**src/design/apss_pkg.sv**
```systemverilog
// ----------------------------------------------------------------------------
// apss_pkg
// Shared types and constants of the ancestor path stack search unit:
// operation and status codes, field widths and the sequencer states.
// ----------------------------------------------------------------------------
package apss_pkg;

  // default sizing of the stack
  localparam int unsigned MaxDepthDef = 1024;
  localparam int unsigned NodeBitsDef = 16;

  // fixed field widths of the stream items
  localparam int unsigned FuncBits   = 2;
  localparam int unsigned IdBits     = 16;
  localparam int unsigned AgeBits    = 31;
  localparam int unsigned StatusBits = 2;

  // input tdata layout: node_id, node_age, age_bound, padded to bytes
  localparam int unsigned InFieldBits = IdBits + AgeBits + AgeBits;
  localparam int unsigned InDataBits  = ((InFieldBits + 7) / 8) * 8;
  localparam int unsigned OutDataBits = IdBits;

  // operation codes
  localparam logic [FuncBits-1:0] FuncPush  = 2'd0;
  localparam logic [FuncBits-1:0] FuncPop   = 2'd1;
  localparam logic [FuncBits-1:0] FuncQuery = 2'd2;

  // status codes
  localparam logic [StatusBits-1:0] StatOk         = 2'd0;
  localparam logic [StatusBits-1:0] StatFull       = 2'd1;
  localparam logic [StatusBits-1:0] StatEmptyPop   = 2'd2;
  localparam logic [StatusBits-1:0] StatEmptyQuery = 2'd3;

  // sequencer states
  typedef enum logic [1:0] {
    StIdle,
    StSearch,
    StFetch,
    StHold
  } state_e;

  // one finished result
  typedef struct packed {
    logic [IdBits-1:0]     node;
    logic [StatusBits-1:0] status;
  } result_t;

endpackage

```
**src/design/apss_ctrl.sv**
```systemverilog
// ----------------------------------------------------------------------------
// apss_ctrl
// Sequencer of the path stack: keeps the stack length, runs push and pop,
// steps the binary search one memory read per cycle and holds the result.
// ----------------------------------------------------------------------------
module apss_ctrl #(
  parameter int unsigned MAX_DEPTH = apss_pkg::MaxDepthDef,
  parameter int unsigned NODE_BITS = apss_pkg::NodeBitsDef
) (
  input  logic                                    clk_i,
  input  logic                                    rst_ni,
  // input items
  input  logic                                    in_valid_i,
  output logic                                    in_ready_o,
  input  logic [apss_pkg::FuncBits-1:0]           in_func_i,
  input  logic [apss_pkg::IdBits-1:0]             in_node_i,
  input  logic [apss_pkg::AgeBits-1:0]            in_age_i,
  input  logic [apss_pkg::AgeBits-1:0]            in_bound_i,
  // result items
  output logic                                    out_valid_o,
  input  logic                                    out_ready_i,
  output apss_pkg::result_t                       out_res_o,
  // stack memory
  output logic                                    mem_we_o,
  output logic [$clog2(MAX_DEPTH)-1:0]            mem_waddr_o,
  output logic [apss_pkg::AgeBits+NODE_BITS-1:0]  mem_wdata_o,
  output logic                                    mem_re_o,
  output logic [$clog2(MAX_DEPTH)-1:0]            mem_raddr_o,
  input  logic [apss_pkg::AgeBits+NODE_BITS-1:0]  mem_rdata_i
);

  localparam int unsigned AW = $clog2(MAX_DEPTH);
  localparam int unsigned LW = $clog2(MAX_DEPTH + 1);
  localparam int unsigned IB = apss_pkg::IdBits;

  apss_pkg::state_e                state_q, state_d;
  logic [LW-1:0]                   len_q, len_d;
  logic [AW-1:0]                   lo_q, lo_d;
  logic [AW-1:0]                   hi_q, hi_d;
  logic [AW-1:0]                   mid_q, mid_d;
  logic [apss_pkg::AgeBits-1:0]    bound_q, bound_d;
  apss_pkg::result_t               hold_q, hold_d;
  logic                            out_valid_q, out_valid_d;
  apss_pkg::result_t               out_q, out_d;

  logic                            accept;
  logic                            out_free;
  logic                            finish;
  apss_pkg::result_t               fin_res;
  logic [LW-1:0]                   len_m1;
  logic [AW-1:0]                   top_idx;
  logic [NODE_BITS+IB-1:0]         wr_node_ext;
  logic [NODE_BITS+IB-1:0]         rd_node_ext;
  logic [apss_pkg::AgeBits-1:0]    rd_age;
  logic [AW-1:0]                   lo_n, hi_n;

  assign in_ready_o  = (state_q == apss_pkg::StIdle);
  assign accept      = in_valid_i && in_ready_o;
  assign out_free    = !out_valid_q || out_ready_i;
  assign len_m1      = len_q - LW'(1);
  assign top_idx     = len_m1[AW-1:0];

  // node field resized to the stored width and back
  assign wr_node_ext = {{NODE_BITS{1'b0}}, in_node_i};
  assign rd_node_ext = {{IB{1'b0}}, mem_rdata_i[NODE_BITS-1:0]};
  assign rd_age      = mem_rdata_i[apss_pkg::AgeBits+NODE_BITS-1:NODE_BITS];

  assign mem_wdata_o = {in_age_i, wr_node_ext[NODE_BITS-1:0]};
  assign mem_waddr_o = len_q[AW-1:0];

  // search step: narrow the range from the entry read last cycle
  always_comb begin
    lo_n = lo_q;
    hi_n = hi_q;
    if (rd_age > bound_q) begin
      lo_n = mid_q + AW'(1);
    end else begin
      hi_n = mid_q;
    end
  end

  // next state, memory requests and finishing results
  always_comb begin
    state_d        = state_q;
    len_d          = len_q;
    lo_d           = lo_q;
    hi_d           = hi_q;
    mid_d          = mid_q;
    bound_d        = bound_q;
    hold_d         = hold_q;
    mem_we_o       = 1'b0;
    mem_re_o       = 1'b0;
    mem_raddr_o    = mid_q;
    finish         = 1'b0;
    fin_res.node   = '0;
    fin_res.status = apss_pkg::StatOk;

    case (state_q)
      apss_pkg::StIdle: begin
        if (accept) begin
          case (in_func_i)
            apss_pkg::FuncPush: begin
              finish = 1'b1;
              if (len_q == LW'(MAX_DEPTH)) begin
                fin_res.status = apss_pkg::StatFull;
              end else begin
                mem_we_o = 1'b1;
                len_d    = len_q + LW'(1);
              end
            end
            apss_pkg::FuncPop: begin
              finish = 1'b1;
              if (len_q == '0) begin
                fin_res.status = apss_pkg::StatEmptyPop;
              end else begin
                len_d = len_m1;
              end
            end
            apss_pkg::FuncQuery: begin
              if (len_q == '0) begin
                finish         = 1'b1;
                fin_res.status = apss_pkg::StatEmptyQuery;
              end else begin
                bound_d  = in_bound_i;
                lo_d     = '0;
                hi_d     = top_idx;
                mem_re_o = 1'b1;
                if (top_idx == '0) begin
                  mem_raddr_o = top_idx;
                  state_d     = apss_pkg::StFetch;
                end else begin
                  mid_d       = top_idx >> 1;
                  mem_raddr_o = mid_d;
                  state_d     = apss_pkg::StSearch;
                end
              end
            end
            default: begin
              finish = 1'b1;
            end
          endcase
        end
      end
      apss_pkg::StSearch: begin
        lo_d     = lo_n;
        hi_d     = hi_n;
        mem_re_o = 1'b1;
        if (lo_n < hi_n) begin
          mid_d       = lo_n + ((hi_n - lo_n) >> 1);
          mem_raddr_o = mid_d;
        end else begin
          mem_raddr_o = hi_n;
          state_d     = apss_pkg::StFetch;
        end
      end
      apss_pkg::StFetch: begin
        finish       = 1'b1;
        fin_res.node = rd_node_ext[IB-1:0];
        state_d      = apss_pkg::StIdle;
      end
      apss_pkg::StHold: begin
        if (out_free) begin
          state_d = apss_pkg::StIdle;
        end
      end
      default: begin
        state_d = apss_pkg::StIdle;
      end
    endcase

    // a result that finds the output register busy waits in the hold slot
    if (finish && !out_free) begin
      hold_d  = fin_res;
      state_d = apss_pkg::StHold;
    end
  end

  // output register
  always_comb begin
    out_valid_d = out_valid_q;
    out_d       = out_q;
    if (out_valid_q && out_ready_i) begin
      out_valid_d = 1'b0;
    end
    if (finish && out_free) begin
      out_valid_d = 1'b1;
      out_d       = fin_res;
    end else if ((state_q == apss_pkg::StHold) && out_free) begin
      out_valid_d = 1'b1;
      out_d       = hold_q;
    end
  end

  // control registers
  always_ff @(posedge clk_i or negedge rst_ni) begin
    if (!rst_ni) begin
      state_q     <= apss_pkg::StIdle;
      len_q       <= '0;
      out_valid_q <= 1'b0;
    end else begin
      state_q     <= state_d;
      len_q       <= len_d;
      out_valid_q <= out_valid_d;
    end
  end

  // search and payload registers
  always_ff @(posedge clk_i) begin
    lo_q    <= lo_d;
    hi_q    <= hi_d;
    mid_q   <= mid_d;
    bound_q <= bound_d;
    hold_q  <= hold_d;
    out_q   <= out_d;
  end

  assign out_valid_o = out_valid_q;
  assign out_res_o   = out_q;

endmodule

```
**config.mk**
```make
export PLATFORM = sky130hd
export DESIGN_NAME = apss_ctrl
export DESIGN_NICKNAME = d
export VERILOG_FILES = /design/src/design/apss_pkg.sv /design/src/design/apss_ctrl.sv
export SDC_FILE = /design/constraint.sdc
export NUM_CORES = 1
export LEC_CHECK = 0
export BUFFER_PORTS_ARGS = -buffer_cell sky130_fd_sc_hd__buf_4
export CORE_MARGIN = 10
export CORE_UTILIZATION = 25
export DETAILED_ROUTE_END_ITERATION = 12
export PLACE_DENSITY = 0.53
export RECOVER_POWER = 100
export SLEW_MARGIN = 10
export SYNTH_ARGS = -nofsm -noshare
export SYNTH_HDL_FRONTEND = slang
export SYNTH_SLANG_ARGS = --single-unit
```
**constraint.sdc**
```tcl
create_clock -name clk_i -period 8.6 [get_ports clk_i]
set_input_delay 1.72 -clock clk_i [delete_from_list [all_inputs] [get_ports clk_i]]
set_output_delay 1.72 -clock clk_i [all_outputs]
set_load 0.005 [all_outputs]
```
==> results of run 1 <==
worst register-to-register path: cells and delay by family, from the launching register on:
family	cells	cell delay [ns]
AO/OA/AOI/OAI	6	1.47
buffers and inverters	4	1.54
AND/OR/NAND/NOR	5	1.36
flip-flops	1	0.33
adder cells (fa/ha/maj)	2	0.68
path summary, 6_finish.rpt:
check	end	slack [ns]	cells after the start
worst min-delay path	out_res_o[14]	0.53	1
max in group asynchronous	out_valid_o	6.61	1
worst min register to register	out_res_o[14]	0.53	1
min in group asynchronous	len_q[2]	1.44	1
worst max register to register	mid_q[1]	2.84	17
worst max-delay path	mem_raddr_o[9]	0.28	23
power groups by stage:
stage	Sequential [mW]	Combinational, mW	Clock (mW)
after floorplan	0.879	1.29	0
after global placement	0.933	1.84	0
after global routing	0.944	2.01	0.457
final	0.921	1.80	0.422
after CTS	0.924	1.84	0.438
after detailed placement	0.935	1.83	0
sequential cells by signal, indices dropped and copies added (netlist names):
name         flops
mid_q           10
hi_q            10
hold_q          18
bound_q         31
state_q          2
lo_q            10
out_valid_o      1
len_q           11
out_res_o       18
cells by family after synthesis:
kind of cell | after synthesis | share of synthesized area (%)
flops | 111 | 44.3
xor+xnor | 40 | 4.86
buf+inv | 152 | 11.0
fa+ha+maj | 56 | 9.71
simple gates | 192 | 13.6
mux | 13 | 2.09
compound gates | 150 | 14.6
cell type report:
class	count	share of cell area [%]
Clock inverter	7	0.767
Multi-Input combinational cell	451	38.8
Tap cell	384	5.56
Timing Repair Buffer	149	11.5
Inverter	70	3.04
Clock buffer	9	2.61
Sequential cell	111	37.8
timing repair:
item                                   CTS  global route
endpoints found under the hold margin    0             0
resized for setup                        2            15
buffers inserted                         0             1
hold buffers                             0             0
pin swaps                                0             8
setup endpoints to repair                1             5
routing by layer:
metal  wire, um  up-vias  share of wire (%)  global-route usage (%)
li1           -     2658                  -                       -
met1       9460     2581                 48                    14.1
met2       8840      156                 44                    16.3
met3       1350       20                6.8                    3.34
met4        241        0                1.2                    2.79
met5          0        -                  0                       0
Yosys cell counts, drive strengths merged, types with 12 or more instances:
cell / instances / area [um^2]
buf: 65 / 480
edfxtp: 97 / 2910
nand2: 47 / 176
nor3: 12 / 76.3
nand4: 12 / 81.3
ha: 54 / 676
clkbuf: 17 / 63.8
nor2: 49 / 186
nand3: 18 / 90.1
a22o: 19 / 166
xor2: 15 / 139
and2: 20 / 125
xnor2: 25 / 219
inv: 70 / 263
dfrtp: 14 / 350
a21oi: 44 / 224
o21ai: 24 / 124
stage by stage:
stage          worst slack (ns)  hold WS, ns  total power, mW
2_1_floorplan             0.580        0.512             2.17
5_1_grt                 0.00551        0.557             3.41
3_3_place_gp             0.0477        0.518             2.77
3_5_place_dp            -0.0369        0.519             2.76
6_report                  0.278        0.530             3.14
4_1_cts                  0.0647        0.536             3.21
==> impl_results.html, run 1 <==
<table>
<tr><th>Metric</th><th>Value</th></tr>
<tr><th colspan="2">CTS</th></tr>
<tr><td>Buffer type at the clock tree root</td><td>sky130_fd_sc_hd__clkbuf_16</td></tr>
<tr><td>Clock insertion delay at the later pin of the skew report</td><td>0.37 ns</td></tr>
<tr><td>Total CTS buffers</td><td>9</td></tr>
<tr><td>Clock-pin slew of the registers on the worst-case setup and hold paths</td><td>0.08 ns</td></tr>
<tr><td>CTS tree</td><td>done</td></tr>
<tr><td>H-tree Lvls</td><td>3</td></tr>
<tr><td>Buffer levels on the longest clock path</td><td>2</td></tr>
<tr><td>Number of clock sinks</td><td>111</td></tr>
<tr><th colspan="2">Timing</th></tr>
<tr><td>Final period util</td><td>between 90 and 100%</td></tr>
<tr><td>Achievable clock frequency</td><td>roughly 0.12 GHz</td></tr>
<tr><td>Pin slew with the least headroom to its limit</td><td>2.15 ns</td></tr>
<tr><td>Final critical path time including I/O delays and setup</td><td>8.32 ns</td></tr>
<tr><td>Setup Viol. Count Final</td><td>0</td></tr>
<tr><td>Final hold vios</td><td>0</td></tr>
<tr><td>Setup repair after global routing missed its margin</td><td>no</td></tr>
<tr><td>Setup TNS after final layout</td><td>0 ns</td></tr>
<tr><td>Max Transition Viols Final</td><td>55</td></tr>
<tr><td>Max Clock Skew</td><td>0.0126 ns</td></tr>
<tr><td>Slew margin rel.</td><td>-43.1%</td></tr>
<tr><th colspan="2">Layout</th></tr>
<tr><td>Final cell count without fillers</td><td>1181</td></tr>
<tr><td>Storage element area</td><td>3260 um^2</td></tr>
<tr><td>Share of final-layout standard cells stronger than drive strength 1</td><td>21.1%</td></tr>
<tr><td>Utilization after layout</td><td>30.0%</td></tr>
<tr><td>Most used cells in the layout excluding fill and tap cells</td><td>sky130_fd_sc_hd__edfxtp_1 (97), sky130_fd_sc_hd__inv_1 (70), sky130_fd_sc_hd__buf_4 (67), sky130_fd_sc_hd__ha_1 (52), sky130_fd_sc_hd__clkbuf_4 (49)</td></tr>
<tr><td>Net total in the final layout</td><td>979</td></tr>
<tr><td>Most frequent standard cell in the layout excluding fill and tap cells</td><td>sky130_fd_sc_hd__edfxtp_1</td></tr>
<tr><td>Area used by multi-input combinational logic</td><td>3350 um^2</td></tr>
<tr><td>Antenna fix cells</td><td>0</td></tr>
<tr><td>Area delta synth-&gt;final</td><td>17.3%</td></tr>
<tr><td>Fill cell total of the finished layout</td><td>3049</td></tr>
<tr><td>Final design instance area without fill</td><td>8640 um^2</td></tr>
<tr><th colspan="2">Placement</th></tr>
<tr><td>I/O Buffers</td><td>125</td></tr>
<tr><td>DP Cell Count</td><td>1164</td></tr>
<tr><td>Placed wire-length estimate after detailed placement</td><td>15500 um</td></tr>
<tr><td>Placed inst area</td><td>8420 um^2</td></tr>
<tr><td>Gp weighted congestion</td><td>about 0.85</td></tr>
<tr><th colspan="2">Routing</th></tr>
<tr><td>Vias after detailed routing</td><td>around 5400</td></tr>
<tr><td>WL/cell</td><td>16.8 um</td></tr>
<tr><td>Drt pass-1 iters</td><td>4</td></tr>
<tr><td>Total wire length</td><td>a little under 20000 um</td></tr>
<tr><td>DRC violations left</td><td>0</td></tr>
<tr><td>Antenna-violating nets left</td><td>0</td></tr>
<tr><td>Drt first-iter violations</td><td>284</td></tr>
<tr><td>Detail-routed via count per cell</td><td>4.59</td></tr>
<tr><th colspan="2">Worst hold path</th></tr>
<tr><td>Hold_sp</td><td>hold_q[14]</td></tr>
<tr><td>Min-Delay Path Class</td><td>flop to flop</td></tr>
<tr><th colspan="2">Setup path</th></tr>
<tr><td>Worst path slowest cell</td><td>sky130_fd_sc_hd__clkbuf_1</td></tr>
<tr><td>Startpoint types</td><td>input pin</td></tr>
<tr><td>Critical path cell sequence</td><td>buf_4 &gt; ha_1 &gt; nand4_4 &gt; nor4_4 &gt; and3_4 &gt; a2bb2oi_2 &gt; clkbuf_1 &gt; a21oi_1 &gt; a21oi_1 &gt; ha_1 &gt; a21o_1 &gt; or2_2 &gt; xor2_1 &gt; ha_2 &gt; nor2_1 &gt; nor2_1 &gt; o41ai_1 &gt; buf_4 &gt; o21ai_0 &gt; inv_1 &gt; o21a_1 &gt; o31ai_2 &gt; clkbuf_1</td></tr>
<tr><td>Arrival time of data at the critical path endpoint</td><td>roughly 6.6 ns</td></tr>
<tr><td>R2R Path Start</td><td>bound_q[30]</td></tr>
<tr><td>Nature of the critical path endpoint</td><td>output port</td></tr>
<tr><td>Worst-path fanout max</td><td>7</td></tr>
<tr><td>Critical path class</td><td>input pin to output port</td></tr>
<tr><td>CP peak stage delay</td><td>0.43 ns</td></tr>
<tr><td>Buf+Inv Stages, Crit Path</td><td>5</td></tr>
<tr><td>Required arrival time at the worst endpoint</td><td>just under 7 ns</td></tr>
<tr><td>Critical Path Start</td><td>mem_rdata_i[46]</td></tr>
<tr><td>Cell type group with the largest total delay on the critical path</td><td>compound AO/OA/AOI/OAI gates</td></tr>
<tr><th colspan="2">Power and ir drop</th></tr>
<tr><td>Net load switching power</td><td>around 1.4 mW</td></tr>
<tr><td>Power per unit of standard cell area</td><td>364 nW/um^2</td></tr>
<tr><td>Share of power burned in the clock network</td><td>13.4%</td></tr>
<tr><td>Power share of the combinational group</td><td>57.3%</td></tr>
<tr><td>Cell Int Power</td><td>roughly 1.8 mW</td></tr>
<tr><td>Leakage dissipation</td><td>3.54 nW</td></tr>
<tr><td>Portion of total power attributed to sequential cells</td><td>29.3%</td></tr>
<tr><td>Maximum vdd ir drop</td><td>approximately 0.19 mV</td></tr>
<tr><td>Switching share of power</td><td>43.8%</td></tr>
<tr><th colspan="2">Synthesis</th></tr>
<tr><td>Unique cell type count in the Yosys netlist</td><td>77</td></tr>
<tr><td>Number of nets produced by synthesis</td><td>901</td></tr>
<tr><td>Yosys warns</td><td>0</td></tr>
<tr><td>Main synth FF type</td><td>sky130_fd_sc_hd__edfxtp_1</td></tr>
<tr><td>Yosys reg bits</td><td>111</td></tr>
<tr><td>EDFF count, synth</td><td>97</td></tr>
<tr><td>Synth async-reset ratio</td><td>12.6%</td></tr>
<tr><td>Mapped Cells</td><td>714</td></tr>
<tr><td>Sequential cell area fraction in the yosys report</td><td>44.3%</td></tr>
<tr><td>Syn Std Cell Area</td><td>7370 um^2</td></tr>
<tr><td>Mean instance size in the synthesized netlist</td><td>10.3 um^2</td></tr>
<tr><th colspan="2">Floorplan</th></tr>
<tr><td>Die area</td><td>approximately 37000 um^2</td></tr>
<tr><td>Y dimension of the die</td><td>roughly 190 um</td></tr>
<tr><td>Area of the core</td><td>28900 um^2</td></tr>
<tr><td>Horizontal die dimension</td><td>192 um</td></tr>
<tr><td>FP Rows</td><td>62</td></tr>
<tr><td>I/O pins</td><td>220</td></tr>
<tr><td>Initial core utilization</td><td>25.5%</td></tr>
<tr><th colspan="2">GRT</th></tr>
<tr><td>Via count of the first global-routing pass</td><td>5405</td></tr>
<tr><td>Global-route wire length before repair</td><td>just over 30000 um</td></tr>
<tr><td>Total Routing Usage GR</td><td>10.6%</td></tr>
<tr><td>Global route overflow</td><td>0</td></tr>
<tr><td>Largest net degree at the start of global routing</td><td>36</td></tr>
<tr><td>Antenna violations before repair</td><td>0</td></tr>
<tr><th colspan="2">Status</th></tr>
<tr><td>Status</td><td>finished with violations</td></tr>
<tr><td>Violated checks</td><td>capacitance limit, slew limit</td></tr>
<tr><th colspan="2">Run</th></tr>
<tr><td>Number of max-capacitance violations reported</td><td>2</td></tr>
</table>
(Power assumes the default switching activity.)
==> inputs of run 2 (changes only) <==
- CAP_MARGIN: unset -> 20
- PLACE_DENSITY: 0.53 -> unset
==> run 2 against run 1 <==
  * The flow still finishes with violations (capacitance limit, slew limit)
  * Count of clock-buffer cells in the layout unchanged
  * Non-clock buffer count up 11
  * First-iteration DRC count up 86%
  * Critical path type unchanged
  * Largest cell class unchanged
==> impl_results.html, run 2 (synthesis results as in run 1) <==
<table>
<tr><th>Metric</th><th>Value</th></tr>
<tr><th colspan="2">Floorplan</th></tr>
<tr><td>Initial core utilization</td><td>25.5% (unchanged)</td></tr>
<tr><td>Horizontal die dimension</td><td>192 um (unchanged)</td></tr>
<tr><td>Y dimension of the die</td><td>192 um (unchanged)</td></tr>
<tr><td>Die area</td><td>36700 um^2 (unchanged)</td></tr>
<tr><td>I/O pins</td><td>220 (unchanged)</td></tr>
<tr><td>FP Rows</td><td>62 (unchanged)</td></tr>
<tr><td>Area of the core</td><td>28900 um^2 (unchanged)</td></tr>
<tr><th colspan="2">GRT</th></tr>
<tr><td>Global-route wire length before repair</td><td>30700 um (was 31000 um)</td></tr>
<tr><td>Via count of the first global-routing pass</td><td>5522 (was 5405)</td></tr>
<tr><td>Met2 track demand over resource</td><td>15.8% (was 16.3%)</td></tr>
<tr><td>Total Routing Usage GR</td><td>10.5% (was 10.6%)</td></tr>
<tr><td>Met3 Resource Use GR</td><td>3.68% (was 3.34%)</td></tr>
<tr><td>Largest net degree at the start of global routing</td><td>35 (was 36)</td></tr>
<tr><td>Most crowded layer after global routing</td><td>met2 (unchanged)</td></tr>
<tr><td>Antenna violations before repair</td><td>0 (unchanged)</td></tr>
<tr><td>Global route overflow</td><td>0 (unchanged)</td></tr>
<tr><td>Met1 Usage GRT</td><td>14.2% (was 14.1%)</td></tr>
<tr><th colspan="2">CTS</th></tr>
<tr><td>Clock insertion delay at the later pin of the skew report</td><td>0.37 ns (about the same)</td></tr>
<tr><td>Total CTS buffers</td><td>9 (unchanged)</td></tr>
<tr><td>Buffer levels on the longest clock path</td><td>2 (unchanged)</td></tr>
<tr><td>Count of hold-fix buffers inserted at cts</td><td>0 (unchanged)</td></tr>
<tr><td>Clock-pin slew of the registers on the worst-case setup and hold paths</td><td>0.08 ns (about the same)</td></tr>
<tr><td>Number of clock sinks</td><td>111 (unchanged)</td></tr>
<tr><td>H-tree Lvls</td><td>3 (unchanged)</td></tr>
<tr><td>CTS tree</td><td>done (unchanged)</td></tr>
<tr><td>Buffer type at the clock tree root</td><td>sky130_fd_sc_hd__clkbuf_16 (unchanged)</td></tr>
<tr><th colspan="2">Layout</th></tr>
<tr><td>Area delta synth-&gt;final</td><td>19.0% (was 17.3%)</td></tr>
<tr><td>Largest register FFs</td><td>31 (unchanged)</td></tr>
<tr><td>Net total in the final layout</td><td>990 (was 979)</td></tr>
<tr><td>Final design instance area without fill</td><td>8760 um^2 (was 8640 um^2)</td></tr>
<tr><td>Most used cells in the layout excluding fill and tap cells</td><td>sky130_fd_sc_hd__edfxtp_1 (97), sky130_fd_sc_hd__buf_4 (86), sky130_fd_sc_hd__inv_1 (70), sky130_fd_sc_hd__ha_1 (53), sky130_fd_sc_hd__nor2_1 (48) (was sky130_fd_sc_hd__edfxtp_1 (97), sky130_fd_sc_hd__inv_1 (70), sky130_fd_sc_hd__buf_4 (67), sky130_fd_sc_hd__ha_1 (52), sky130_fd_sc_hd__clkbuf_4 (49))</td></tr>
<tr><td>Share of final-layout standard cells stronger than drive strength 1</td><td>22.5% (was 21.1%)</td></tr>
<tr><td>Utilization after layout</td><td>30.4% (was 30.0%)</td></tr>
<tr><td>Antenna fix cells</td><td>0 (unchanged)</td></tr>
<tr><td>Register with the most flip-flops</td><td>bound_q (unchanged)</td></tr>
<tr><td>Most frequent standard cell in the layout excluding fill and tap cells</td><td>sky130_fd_sc_hd__edfxtp_1 (unchanged)</td></tr>
<tr><td>Final cell count without fillers</td><td>1192 (was 1181)</td></tr>
<tr><th colspan="2">Routing</th></tr>
<tr><td>Total wire length</td><td>19600 um (was 19900 um)</td></tr>
<tr><td>WL/cell</td><td>16.5 um (was 16.8 um)</td></tr>
<tr><td>Vias after detailed routing</td><td>5535 (was 5415)</td></tr>
<tr><td>Drt pass-1 iters</td><td>5 (was 4)</td></tr>
<tr><td>Antenna-violating nets left</td><td>0 (unchanged)</td></tr>
<tr><td>Drt first-iter violations</td><td>528 (was 284)</td></tr>
<tr><td>DRC violations left</td><td>0 (unchanged)</td></tr>
<tr><td>Detail-routed via count per cell</td><td>4.64 (was 4.59)</td></tr>
<tr><th colspan="2">Setup path</th></tr>
<tr><td>Nature of the critical path endpoint</td><td>output port (unchanged)</td></tr>
<tr><td>Cell count of the worst reg-to-reg path</td><td>18 (was 17)</td></tr>
<tr><td>R2R Path Start</td><td>bound_q[29] (was bound_q[30])</td></tr>
<tr><td>Arrival time of data at the critical path endpoint</td><td>6.62 ns (was 6.60 ns)</td></tr>
<tr><td>Required arrival time at the worst endpoint</td><td>6.88 ns (about the same)</td></tr>
<tr><td>Worst-path fanout max</td><td>11 (was 7)</td></tr>
<tr><td>Startpoint types</td><td>input pin (unchanged)</td></tr>
<tr><td>Critical path class</td><td>input pin to output port (unchanged)</td></tr>
<tr><td>Critical Path Start</td><td>mem_rdata_i[34] (was mem_rdata_i[46])</td></tr>
<tr><th colspan="2">Timing</th></tr>
<tr><td>Max Transition Viols Final</td><td>54 (was 55)</td></tr>
<tr><td>Achievable clock frequency</td><td>0.120 GHz (about the same)</td></tr>
<tr><td>Final critical path time including I/O delays and setup</td><td>8.34 ns (was 8.32 ns)</td></tr>
<tr><td>Final hold vios</td><td>0 (unchanged)</td></tr>
<tr><td>Final period util</td><td>97.0% (was 96.8%)</td></tr>
<tr><td>Slew margin rel.</td><td>-41.8% (was -43.1%)</td></tr>
<tr><td>Max Clock Skew</td><td>0.0124 ns (was 0.0126 ns)</td></tr>
<tr><td>Setup Viol. Count Final</td><td>0 (unchanged)</td></tr>
<tr><td>Pin slew with the least headroom to its limit</td><td>2.11 ns (was 2.15 ns)</td></tr>
<tr><th colspan="2">Worst hold path</th></tr>
<tr><td>Min-Delay Path Class</td><td>flop to flop (unchanged)</td></tr>
<tr><td>Hold_sp</td><td>hold_q[4] (was hold_q[14])</td></tr>
<tr><td>Hold depth</td><td>1 (unchanged)</td></tr>
<tr><th colspan="2">Placement</th></tr>
<tr><td>I/O Buffers</td><td>125 (unchanged)</td></tr>
<tr><td>DP Cell Count</td><td>1174 (was 1164)</td></tr>
<tr><td>Placed inst area</td><td>8490 um^2 (was 8420 um^2)</td></tr>
<tr><td>Gp weighted congestion</td><td>0.857 (was 0.850)</td></tr>
<tr><td>Placed wire-length estimate after detailed placement</td><td>15700 um (was 15500 um)</td></tr>
<tr><th colspan="2">Power and ir drop</th></tr>
<tr><td>Power per unit of standard cell area</td><td>391 nW/um^2 (was 364 nW/um^2)</td></tr>
<tr><td>Leakage dissipation</td><td>3.64 nW (was 3.54 nW)</td></tr>
<tr><td>Maximum vdd ir drop</td><td>0.292 mV (was 0.191 mV)</td></tr>
<tr><th colspan="2">Status</th></tr>
<tr><td>Violated checks</td><td>capacitance limit, slew limit (unchanged)</td></tr>
<tr><td>Status</td><td>finished with violations (unchanged)</td></tr>
<tr><th colspan="2">Run</th></tr>
<tr><td>Number of max-capacitance violations reported</td><td>2 (unchanged)</td></tr>
</table>
-- run 2: per-layer routing --
| layer | share of wire (%) | wire [um] |
|---|---|---|
| met1 | 47 | 9210 |
| met2 | 44 | 8580 |
| met3 | 8.3 | 1640 |
| met4 | 1.1 | 218 |
| met5 | 0 | 0 |
-- run 2: power breakdown --
| group | switching, mW | internal, mW | total (mW) |
|---|---|---|---|
| Sequential | 0.115 | 0.809 | 0.924 |
| Clock | 0.220 | 0.207 | 0.427 |
| Combinational | 1.17 | 0.903 | 2.07 |
-- run 2: through the flow --
step	setup slack (ns)	power, mW	TNS, ns	hold WS [ns]
floorplan	0.580	2.17	0	0.512
global placement	-0.274	2.95	-0.804	0.520
detailed placement	-0.253	2.95	-0.657	0.521
CTS	0.00169	3.45	0	0.540
global route	-0.00948	3.69	-0.00948	0.550
finish	0.255	3.42	0	0.538
-- run 2: path summary, 6_finish.rpt --
path / end / slack, ns
min: out_res_o[4] / 0.54
min reg2reg: out_res_o[4] / 0.54
max in group asynchronous: out_valid_o / 6.66
min in group asynchronous: len_q[2] / 1.42
max: mem_raddr_o[9] / 0.26
max reg2reg: mid_q[6] / 3.08
-- run 2: critical path, cell delays in order --
cell,delay [ns]
sky130_fd_sc_hd__buf_4,0.11
sky130_fd_sc_hd__ha_1,0.31
sky130_fd_sc_hd__nand4_1,0.19
sky130_fd_sc_hd__nor4_4,0.36
sky130_fd_sc_hd__a311oi_2,0.21
sky130_fd_sc_hd__o2bb2ai_2,0.19
sky130_fd_sc_hd__nor2_4,0.19
sky130_fd_sc_hd__buf_6,0.21
sky130_fd_sc_hd__mux2i_2,0.33
sky130_fd_sc_hd__inv_1,0.09
sky130_fd_sc_hd__ha_1,0.31
sky130_fd_sc_hd__a21boi_1,0.15
sky130_fd_sc_hd__o21ai_1,0.16
sky130_fd_sc_hd__a21oi_1,0.11
sky130_fd_sc_hd__or2_2,0.32
sky130_fd_sc_hd__xor2_1,0.15
sky130_fd_sc_hd__ha_2,0.33
sky130_fd_sc_hd__nor2_1,0.04
sky130_fd_sc_hd__nor2_1,0.14
sky130_fd_sc_hd__o41ai_2,0.10
sky130_fd_sc_hd__buf_4,0.15
sky130_fd_sc_hd__o21ai_1,0.18
sky130_fd_sc_hd__inv_1,0.08
sky130_fd_sc_hd__nor3_1,0.22
sky130_fd_sc_hd__o31ai_1,0.11
sky130_fd_sc_hd__buf_4,0.15
-- run 2: cell type report --
type | instances | area (um^2)
Inverter | 70 | 263
Sequential cell | 111 | 3260
Clock inverter | 7 | 72.6
Timing Repair Buffer | 160 | 1110
Tap cell | 384 | 480
Fill cell | 3027 | 20100
Multi-Input combinational cell | 451 | 3350
Clock buffer | 9 | 225
-- run 2: what timing repair did --
action,CTS,global route
buffers inserted,1,1
pin swaps,2,6
resized for setup,6,18
endpoints found under the setup margin,4,6
